### src/hw/rtl/met_pkg.sv
// Shared types, constants and helpers of the Mandelbrot escape test core.
// Holds the request payload structs, the sequencer states and the Q8.24 saturation helpers.
// No dependencies.
package met_pkg;

  // number range and fixed point format
  localparam int unsigned MaxIterations    = 50;
  localparam int unsigned IterW            = $clog2(MaxIterations + 1);
  localparam int unsigned FracBits         = 24;
  localparam int unsigned ScreenHeightLog2 = 6;
  localparam int unsigned ColW             = 7;
  localparam int unsigned RowW             = 6;
  localparam int unsigned DataW            = 32;
  localparam int unsigned AddrW            = 4;

  // saturation bounds of Q8.24 held in 64 bits
  localparam logic signed [63:0] QMax64 = 64'sh0000_0000_7FFF_FFFF;
  localparam logic signed [63:0] QMin64 = 64'shFFFF_FFFF_8000_0000;

  // escape bound 4.0 in Q8.24, one bit wider than a register
  localparam logic signed [32:0] EscapeLimit = 33'sh0_0400_0000;

  // register reset values
  localparam logic signed [31:0] XZoomReset   = 32'sd41439724;
  localparam logic signed [31:0] YZoomReset   = 32'sd37580964;
  localparam logic signed [31:0] XOffsetReset = 32'sd50331648;
  localparam logic signed [31:0] YOffsetReset = 32'sd18790482;

  // register indexes (word address paddr[3:2])
  localparam logic [1:0] RegXZoom   = 2'd0;
  localparam logic [1:0] RegYZoom   = 2'd1;
  localparam logic [1:0] RegXOffset = 2'd2;
  localparam logic [1:0] RegYOffset = 2'd3;

  // input request payload
  typedef struct packed {
    logic [ColW-1:0] pixel_col;
    logic [RowW-1:0] pixel_row;
  } met_in_t;

  // result request payload
  typedef struct packed {
    logic            inside_set;
    logic [ColW-1:0] col_echo;
    logic [RowW-1:0] row_echo;
  } met_out_t;

  // sequencer states
  typedef enum logic [8:0] {
    StIdle = 9'b000000001,
    StMapX = 9'b000000010,
    StMapY = 9'b000000100,
    StMapC = 9'b000001000,
    StTest = 9'b000010000,
    StZi   = 9'b000100000,
    StSr   = 9'b001000000,
    StSi   = 9'b010000000,
    StDone = 9'b100000000
  } met_state_e;

  // sign extend a Q8.24 value to 64 bits
  function automatic logic signed [63:0] sext64(input logic signed [31:0] v);
    return {{32{v[31]}}, v};
  endfunction

  // clamp a 64-bit value to the Q8.24 range
  function automatic logic signed [31:0] sat_q(input logic signed [63:0] v);
    logic signed [31:0] r;
    if (v > QMax64) begin
      r = QMax64[31:0];
    end else if (v < QMin64) begin
      r = QMin64[31:0];
    end else begin
      r = v[31:0];
    end
    return r;
  endfunction

endpackage

### src/hw/rtl/mandelbrot_escape_test_core.sv
// Mandelbrot escape test core: maps a pixel to a complex point and iterates z = z*z + c.
// Depends on met_pkg for payload types, sequencer states and saturation helpers.
//
// Usage
//   in channel : valid/ready request carrying pixel_col and pixel_row. in_ready_o is high
//                only while the sequencer is idle; one pixel is worked on at a time.
//   out channel: valid/ready request carrying inside_set and the echoed column and row,
//                held in an output register so a new pixel is taken while it waits.
//   APB port   : four 32-bit Q8.24 registers (x_zoom, y_zoom, x_offset, y_offset) at
//                byte addresses 0, 4, 8, 12; write them only while the core is idle.
// Sequence
//   one signed 32x32 multiplier, product registered, shared by the mapping and orbit steps.
//   mapping (map x, map y, map c), then per iteration the escape test issuing zr*zi and updating
//   zr, zi issuing zr*zr, sr issuing zi*zi, and si; then a final escape test and a result hand-off.
//   a point inside the set runs all 50 iterations. a new pixel is accepted only back in idle,
//   once the previous result has gone into the output register.
// Reset and stall
//   reset returns to idle, clears the output valid flag and loads the default view.
//   if the result register is still full when a pixel finishes, the core waits in its
//   last state until out_ready_i frees it; no result is lost or dropped.
module mandelbrot_escape_test_core (
  input  logic                    clk_i,
  input  logic                    rst_ni,
  // pixel requests
  input  logic                    in_valid_i,
  output logic                    in_ready_o,
  input  met_pkg::met_in_t        in_data_i,
  // result requests
  output logic                    out_valid_o,
  input  logic                    out_ready_i,
  output met_pkg::met_out_t       out_data_o,
  // configuration
  input  logic                    psel,
  input  logic                    penable,
  input  logic                    pwrite,
  input  logic [met_pkg::AddrW-1:0] paddr,
  input  logic [met_pkg::DataW-1:0] pwdata,
  output logic [met_pkg::DataW-1:0] prdata,
  output logic                    pready
);
  import met_pkg::*;

  met_state_e state_q, state_d;

  logic signed [31:0] x_zoom_q, y_zoom_q, x_offset_q, y_offset_q;
  logic [ColW-1:0]    col_q;
  logic [RowW-1:0]    row_q;
  logic signed [31:0] cr_q, ci_q, zr_q, zi_q, sr_q, si_q;
  logic [IterW-1:0]   iter_q;
  logic signed [63:0] prod_q;
  logic signed [31:0] mul_a, mul_b;
  logic signed [63:0] mul_p;
  logic signed [32:0] esc_sum;
  logic               keep_going;
  logic               out_free;
  logic               out_valid_q;
  met_out_t           out_data_q;
  logic               cfg_wr;

  // configuration port
  assign pready = 1'b1;
  assign cfg_wr = psel & penable & pwrite;

  always_ff @(posedge clk_i or negedge rst_ni) begin
    if (!rst_ni) begin
      x_zoom_q   <= XZoomReset;
      y_zoom_q   <= YZoomReset;
      x_offset_q <= XOffsetReset;
      y_offset_q <= YOffsetReset;
    end else if (cfg_wr) begin
      unique case (paddr[3:2])
        RegXZoom:   x_zoom_q   <= pwdata;
        RegYZoom:   y_zoom_q   <= pwdata;
        RegXOffset: x_offset_q <= pwdata;
        RegYOffset: y_offset_q <= pwdata;
        default:    x_zoom_q   <= x_zoom_q;
      endcase
    end
  end

  // register read back
  always_comb begin
    unique case (paddr[3:2])
      RegXZoom:   prdata = x_zoom_q;
      RegYZoom:   prdata = y_zoom_q;
      RegXOffset: prdata = x_offset_q;
      RegYOffset: prdata = y_offset_q;
      default:    prdata = '0;
    endcase
  end

  // shared multiplier operand select
  always_comb begin
    unique case (state_q)
      StMapX: begin
        mul_a = {{(32-ColW){1'b0}}, col_q};
        mul_b = x_zoom_q;
      end
      StMapY: begin
        mul_a = {{(32-RowW){1'b0}}, row_q};
        mul_b = y_zoom_q;
      end
      StZi: begin
        mul_a = zr_q;
        mul_b = zr_q;
      end
      StSr: begin
        mul_a = zi_q;
        mul_b = zi_q;
      end
      default: begin
        mul_a = zr_q;
        mul_b = zi_q;
      end
    endcase
  end

  // signed 32x32 product, sign extended operands
  assign mul_p = sext64(mul_a) * sext64(mul_b);

  always_ff @(posedge clk_i) begin
    prod_q <= mul_p;
  end

  // escape test and iteration limit
  assign esc_sum    = {sr_q[31], sr_q} + {si_q[31], si_q};
  assign keep_going = (esc_sum <= EscapeLimit) && (iter_q < IterW'(MaxIterations));
  assign out_free   = !out_valid_q || out_ready_i;

  // sequencer
  always_comb begin
    state_d = state_q;
    unique case (state_q)
      StIdle: if (in_valid_i) state_d = StMapX;
      StMapX: state_d = StMapY;
      StMapY: state_d = StMapC;
      StMapC: state_d = StTest;
      StTest: state_d = keep_going ? StZi : StDone;
      StZi:   state_d = StSr;
      StSr:   state_d = StSi;
      StSi:   state_d = StTest;
      StDone: if (out_free) state_d = StIdle;
      default: state_d = StIdle;
    endcase
  end

  always_ff @(posedge clk_i or negedge rst_ni) begin
    if (!rst_ni) begin
      state_q <= StIdle;
    end else begin
      state_q <= state_d;
    end
  end

  // iteration counter
  always_ff @(posedge clk_i or negedge rst_ni) begin
    if (!rst_ni) begin
      iter_q <= '0;
    end else if (state_q == StMapC) begin
      iter_q <= '0;
    end else if (state_q == StSi) begin
      iter_q <= iter_q + IterW'(1);
    end
  end

  // point and orbit datapath
  always_ff @(posedge clk_i) begin
    unique case (state_q)
      StIdle: begin
        col_q <= in_data_i.pixel_col;
        row_q <= in_data_i.pixel_row;
      end
      StMapY: cr_q <= sat_q((prod_q >>> ScreenHeightLog2) - sext64(x_offset_q));
      StMapC: begin
        ci_q <= sat_q((prod_q >>> ScreenHeightLog2) - sext64(y_offset_q));
        zr_q <= '0;
        zi_q <= '0;
        sr_q <= '0;
        si_q <= '0;
      end
      // zr*zi is issued this cycle from the old zr, so zr can move on now
      StTest: if (keep_going) zr_q <= sat_q(sext64(sr_q) - sext64(si_q) + sext64(cr_q));
      StZi:   zi_q <= sat_q((prod_q >>> (FracBits - 1)) + sext64(ci_q));
      StSr:   sr_q <= sat_q(prod_q >>> FracBits);
      StSi:   si_q <= sat_q(prod_q >>> FracBits);
      default: ;
    endcase
  end

  // result register
  always_ff @(posedge clk_i or negedge rst_ni) begin
    if (!rst_ni) begin
      out_valid_q <= 1'b0;
    end else if (state_q == StDone && out_free) begin
      out_valid_q <= 1'b1;
    end else if (out_ready_i) begin
      out_valid_q <= 1'b0;
    end
  end

  always_ff @(posedge clk_i) begin
    if (state_q == StDone && out_free) begin
      out_data_q.inside_set <= (iter_q >= IterW'(MaxIterations));
      out_data_q.col_echo   <= col_q;
      out_data_q.row_echo   <= row_q;
    end
  end

  assign in_ready_o  = (state_q == StIdle);
  assign out_valid_o = out_valid_q;
  assign out_data_o  = out_data_q;

  // checks
  a_onehot_state: assert property (@(posedge clk_i) disable iff (!rst_ni)
    $onehot(state_q))
    else $error("sequencer state is not one-hot");

  a_accept_starts_map: assert property (@(posedge clk_i) disable iff (!rst_ni)
    in_valid_i && in_ready_o |=> state_q == StMapX)
    else $error("accepted pixel did not start mapping");

  a_iter_bound: assert property (@(posedge clk_i) disable iff (!rst_ni)
    iter_q <= IterW'(MaxIterations))
    else $error("iteration count beyond limit");

  a_limit_ends: assert property (@(posedge clk_i) disable iff (!rst_ni)
    state_q == StTest && iter_q == IterW'(MaxIterations) |=> state_q == StDone)
    else $error("iteration continued past limit");

  a_done_waits: assert property (@(posedge clk_i) disable iff (!rst_ni)
    state_q == StDone && out_valid_q && !out_ready_i |=> state_q == StDone && out_valid_q)
    else $error("result overwrote a pending result");

endmodule
### config.mk
export PLATFORM = sky130hd
export DESIGN_NAME = mandelbrot_escape_test_core
export DESIGN_NICKNAME = d
export VERILOG_FILES = /design/src/hw/rtl/met_pkg.sv /design/src/hw/rtl/mandelbrot_escape_test_core.sv
export SDC_FILE = /design/constraint.sdc
export NUM_CORES = 2
export LEC_CHECK = 0
export BUFFER_PORTS_ARGS = -buffer_cell sky130_fd_sc_hd__buf_2
export CAP_MARGIN = 10
export CORE_AREA = 5 5 522 524
export DETAILED_ROUTE_END_ITERATION = 12
export DIE_AREA = 0 0 527 529
export SYNTH_ARGS = -nofsm -noshare
export SYNTH_HDL_FRONTEND = slang
export SYNTH_SLANG_ARGS = --single-unit
### constraint.sdc
create_clock -name clk_i -period 12.8 [get_ports clk_i]
set_clock_uncertainty 0.15 [all_clocks]
set_input_delay 1.92 -clock clk_i [delete_from_list [all_inputs] [get_ports clk_i]]
set_output_delay 1.92 -clock clk_i [all_outputs]
set_load 0.02 [all_outputs]
; ---- After elaboration in Yosys (flattened, before gate mapping)
; Index checks and enable logic that the tools add are counted.
[classes]
eq_ne = 15
magnitude_cmp = 13
n_bitwise = 2
reduce_logical = 17
shifts = 0
multipliers = 1
mux = 24
n_div = 0
n_addsub = 7
[op_table]
columns = op, n
row1 = two-way mux 32 bit, 9
row2 = one-hot mux 32 bit (2 select lines), 4
row3 = one-hot mux 32 bit (3 select lines), 2
row4 = one-hot mux 32 bit (4 select lines), 1
row5 = "> comparator 59 x 32 -> 1 bit, second input constant", 2
row6 = "less-than comparator 59 x 32 -> 1 bit, second input constant", 2
row7 = subtractor 58 x 32 -> 59 bit, 2
row8 = one-hot mux 9 bit (8 select lines), 1
row9 = multiplier 32 x 32 -> 64 bit, 1
row10 = adder 41 x 32 -> 42 bit, 1
row11 = "> comparator 42 x 32 -> 1 bit, second input constant", 1
row12 = "less-than comparator 42 x 32 -> 1 bit, second input constant", 1
row13 = "> comparator 40 x 32 -> 1 bit, second input constant", 1
row14 = "less-than comparator 40 x 32 -> 1 bit, second input constant", 1
row15 = adder 33 x 32 -> 34 bit, 1
row16 = "> comparator 34 x 32 -> 1 bit, second input constant", 1
row17 = "less-than comparator 34 x 32 -> 1 bit, second input constant", 1
row18 = adder 32 x 32 -> 33 bit, 1
row19 = "less-or-equal comparator 33 x 28 -> 1 bit, second input constant", 1
row20 = subtractor 32 x 32 -> 33 bit, 1
row21 = two-way mux 9 bit, 3
row22 = two-way mux 6 bit, 2
row23 = AND reduction 2 bit, 6
row24 = nonzero test 2 bit, 5
row25 = other kinds (22), 28
[word_totals]
romBits = 0
register_bits = 427
inputBits = 56
latchBits = 0
mem_bits_rw = 0
n_memories = 0
word_cells = 98

; ---- Longest topological paths before layout
[logic_depth]
depth_word = 7
ltp_mapped = 38
mapped_depth_nobuf = 33

; ---- Worst setup path before layout
; Ideal clock, no wire load.
[synth_path]
path_type = register to register
startpoint = reg state_q[8]
endpoint = reg prod_q[62]
setup_ns = 0.072
arrival_ns = 9.848
setup_slack_ns = 2.730
synth_period_minus_slack_ns = 10.070
n_path_buf = 4
stages_incl_launch_ff = 35
cell_sequence = dfrtp_1 or4_1 buf_2 nor4_4 clkbuf_1 clkbuf_1 nor4b_1 a221oi_1 clkbuf_1 nor2_1 fa_1 inv_1 fa_1 inv_1 fa_1 fa_1 fa_1 fa_1 fa_1 inv_1 fa_1 inv_1 ha_1 a21oi_1 o21ai_0 a21o_1 a21o_1 a21o_1 a21oi_1 o22ai_1 o21ai_2 nor4_1 or3_1 a221oi_1 xnor2_1
[synth_between]
elab_chain_len = 3
[synth_lines]
columns = element, line
row1 = "start, declared", mandelbrot_escape_test_core.sv:43  ; met_state_e state_q, state_d;
row2 = "start signal, assigned", mandelbrot_escape_test_core.sv:149  ; state_q <= StIdle;
row3 = "start signal, assigned", mandelbrot_escape_test_core.sv:151  ; state_q <= state_d;
row4 = == test 9 x 7 -> 1 bit (tied with other cells), mandelbrot_escape_test_core.sv:94  ; unique case (state_q)
row5 = one-hot mux 32 bit (3 select lines), mandelbrot_escape_test_core.sv:94
row6 = multiplier 32 x 32 -> 64 bit *, mandelbrot_escape_test_core.sv:119  ; assign mul_p = sext64(mul_a) * sext64(mul_b);
row7 = net mul_p[62], mandelbrot_escape_test_core.sv:52  ; logic signed [63:0] mul_p;
row8 = "end signal, assigned", mandelbrot_escape_test_core.sv:122  ; prod_q <= mul_p;
row9 = "end, declared", mandelbrot_escape_test_core.sv:50  ; logic signed [63:0] prod_q;
; The timed path passes the listed nets; every way through them passes the cells marked *.
; A chain may end at the register's enable or synchronous reset.

; ---- Final worst setup path
; Ends and elaborated chain as after synthesis.

==> results.sh <==
export IMPL_yosys_warnings=0
export IMPL_synth_main_ff_cell="edfxtp_1"
export IMPL_boundaryPins=105
export IMPL_start_kind="register"
export IMPL_synthArstFlopShare=0.342
export IMPL_wl_mm=237
export IMPL_routed_top_layer="met4"
export IMPL_slew_viol_final=0
export IMPL_cts_tree="done"
export IMPL_antenna_left=0
export IMPL_period_minus_slack_ns=11.91
export IMPL_clk_pin_slew_worst_paths_ns=0.06
export IMPL_fmax_ghz=0.0840
export IMPL_crit_path_end_kind="register"
export IMPL_gr_total_overflow=0
export IMPL_cts_setup_buffers=0
export IMPL_ys_seq_area_frac=0.172
export IMPL_drv_cap=0
export IMPL_rsz0062_at_grt="false"
export IMPL_dr_wl_met3_mm=18.9
export IMPL_num_rows=190
export IMPL_fin_crit_sh=0.931
export IMPL_h_tree_depth=2
export IMPL_via_per_inst=4.90
export IMPL_drc=0
export IMPL_start_util=0.249
export IMPL_hold_violations=0
export IMPL_critPathMaxFanout=15
export IMPL_antenna_found_initial=14
export IMPL_hold_path_class="register to register"
export IMPL_fin_setup_tns_ns=0
export IMPL_dieWidth_um=527
export IMPL_drtPass1Iterations=6
export IMPL_slowest_delay_ns=0.90
export IMPL_syn_inst=7219
export IMPL_holdBufCountCts=0
export IMPL_wl_met2_mm=107
export IMPL_clock_latency_ns=0.64
export IMPL_grt_pass1_wl_mm=358
export IMPL_area_delta_synth_final_pct=10.3
export IMPL_cts_buffer_depth=3
export IMPL_cts_resized=0
export IMPL_ys_ff_latch=421
export IMPL_whs_ns=0.300
export IMPL_root_buffer="clkbuf_16"
export IMPL_syn_nets=8797
export IMPL_dp_hpwl_mm=195
export IMPL_wl_per_cell_um=22.0
export IMPL_tightest_slew_ns=1.30
export IMPL_drt_iter0_markers=4856
export IMPL_synthesis_area_um2=66400
export IMPL_ys_types=108
export IMPL_wl_met1_mm=98.8
export IMPL_grt_pass1_vias=55200
export IMPL_cts_buffers=49
export IMPL_dp_cells=10700
export IMPL_setup_violations=0
export IMPL_clock_sinks=421
export IMPL_grt_max_degree=78
export IMPL_vias=53000
export IMPL_nets=8780
export IMPL_max_slew_margin_rel=0.120
export IMPL_reg2reg_slack_ns=0.89
export IMPL_die_y_um=529
export IMPL_crit_top_cell="fa_1"
export IMPL_core_region_area_um2=267000
export IMPL_path_class="register to register"
export IMPL_io_buffers=101
export IMPL_required_ns=13.18
export IMPL_syn_area_per_cell_um2=9.20
export IMPL_synth_edff_count=219
export IMPL_die_area_um2=279000
export IMPL_cp_slowest_cell="a221o_1"
export IMPL_cp_data_arrival_time_ns=12.29
export IMPL_gp_congestion=0.949
export IMPL_stdcell_count=10800
export IMPL_drive_above_1_share=0.0888
export IMPL_status="finished, final reports clean"
export IMPL_grt_usage=0.168
## layer usage
| layer | GRT usage | vias to the layer above |
|---|---|---|
| li1 | - | 23300 |
| met1 | 0.225 | 27100 |
| met2 | 0.269 | 2142 |
| met3 | 0.0271 | 428 |
| met4 | 0.0747 | 0 |
| met5 | 0 | - |
## registers in the layout, summed over array words and instances (netlist names)
name	flops
iter_q	6
zr_q	32
y_offset_q	32
y_zoom_q	32
sr_q	32
row_q	6
state_q	9
col_q	7
out_data_o	14
si_q	32
x_offset_q	32
zi_q	32
ci_q	32
out_valid_o	1
cr_q	32
prod_q	58
x_zoom_q	32
## through the flow
step	utilization	worst slack, ns	instance area (µm²)
CTS	0.274	0.941	73200
global route	0.274	0.448	73200
finish	0.274	0.889	73200
detailed placement	0.268	1.02	71500
global placement	0.268	1.06	71500
floorplan	-	2.73	66400
## critical path: cells and delay by family, from the launching register on
family | cells | cell delay (ns)
buffers and inverters | 6 | 0.68
xor gates and xnor gates | 1 | 0.16
AOI/OAI and AO/OA | 9 | 3.38
adders and majority gates | 9 | 4.48
DFF | 1 | 0.46
and+or+nand+nor | 6 | 2.45
## cell families after synthesis
kind of cell | Yosys count | synth area share
buffers and inverters | 1650 | 0.0946
AOI/OAI and AO/OA | 1237 | 0.127
xor gates and xnor gates | 250 | 0.0330
DFF | 421 | 0.172
adders and majority gates | 1522 | 0.413
other | 1 | 0.0000565
and+or+nand+nor | 2003 | 0.133
muxes | 135 | 0.0282
## cells in the final DEF, fill, tap and decap left out, drive strengths merged, types with 21 or more instances in the layout
master | netlist | layout
and2 | 46 | 46
or2 | 24 | 24
edfxtp | 219 | 219
a22o | 54 | 54
buf | 50 | 256
a21oi | 277 | 277
dfxtp | 58 | 58
a211oi | 34 | 34
o31ai | 21 | 21
nand3 | 71 | 71
a31oi | 42 | 42
a22oi | 27 | 27
fa | 1117 | 1117
and3 | 55 | 55
nand2b | 36 | 36
mux2 | 97 | 97
or3 | 24 | 24
o211ai | 30 | 30
a221oi | 32 | 32
nand4 | 50 | 50
dfrtp | 104 | 104
dfstp | 40 | 40
a221o | 33 | 33
nor4 | 32 | 32
xnor2 | 150 | 150
ha | 405 | 405
nand2 | 725 | 725
a21o | 177 | 177
xor2 | 100 | 100
o21a | 47 | 47
nor2b | 36 | 36
clkbuf | 274 | 77
nor2 | 784 | 784
nor3 | 59 | 59
o21ai | 280 | 280
o21bai | 38 | 38
mux4 | 32 | 32
inv | 1325 | 1327
## path summary, 6_finish.rpt
path                            start       endpoint  depth (start not counted)
max                        state_q[8]     prod_q[62]                         31
min                          col_q[1]  out_data_o[7]                          0
max reg2reg                state_q[8]     prod_q[62]                         31
min reg2reg                  col_q[1]  out_data_o[7]                          0
max in group asynchronous      rst_ni   x_zoom_q[16]                          2
min in group asynchronous      rst_ni    y_zoom_q[8]                          1
## cell usage after synthesis (21+ instances only)
master | count | area, µm²
o21a_1 | 46 | 345
a211oi_1 | 33 | 248
dfrtp_1 | 104 | 2600
edfxtp_1 | 219 | 6580
inv_1 | 1325 | 4970
dfxtp_1 | 58 | 1160
nand2_1 | 725 | 2720
nand2b_1 | 36 | 225
mux4_2 | 32 | 721
ha_1 | 405 | 5070
fa_1 | 1117 | 22400
a221oi_1 | 31 | 272
nand3_1 | 71 | 355
nand4_1 | 49 | 307
xnor2_1 | 150 | 1310
a21oi_1 | 276 | 1380
o21ai_0 | 201 | 1010
nor3_1 | 59 | 295
buf_2 | 21 | 105
o21bai_1 | 38 | 285
o211ai_1 | 30 | 225
a21o_1 | 177 | 1330
dfstp_2 | 40 | 1050
nor2_1 | 783 | 2940
o21ai_2 | 32 | 280
nor4_1 | 28 | 175
a22oi_1 | 27 | 203
clkbuf_1 | 274 | 1030
mux2_2 | 97 | 1090
or2_2 | 24 | 150
and3_1 | 54 | 338
a221o_1 | 33 | 330
xor2_1 | 100 | 876
or3_1 | 24 | 150
a22o_1 | 54 | 473
o21ai_1 | 47 | 235
a31oi_1 | 42 | 263
and2_1 | 44 | 275
nor2b_1 | 36 | 225
## area by class of cell
class | instances | area (µm²)
fill | 28100 | 194000
multi-input combinational | 5148 | 49000
timing repair buffer | 256 | 1700
sequential | 421 | 11400
antenna | 14 | 35.0
clock buffer | 77 | 1520
tap | 3552 | 4440
inverter | 1326 | 4980
clock inverter | 15 | 148
Power is left out: the tool's default activity adds up to more than one toggle a clock period on the data nets, which glitch-free logic cannot reach.
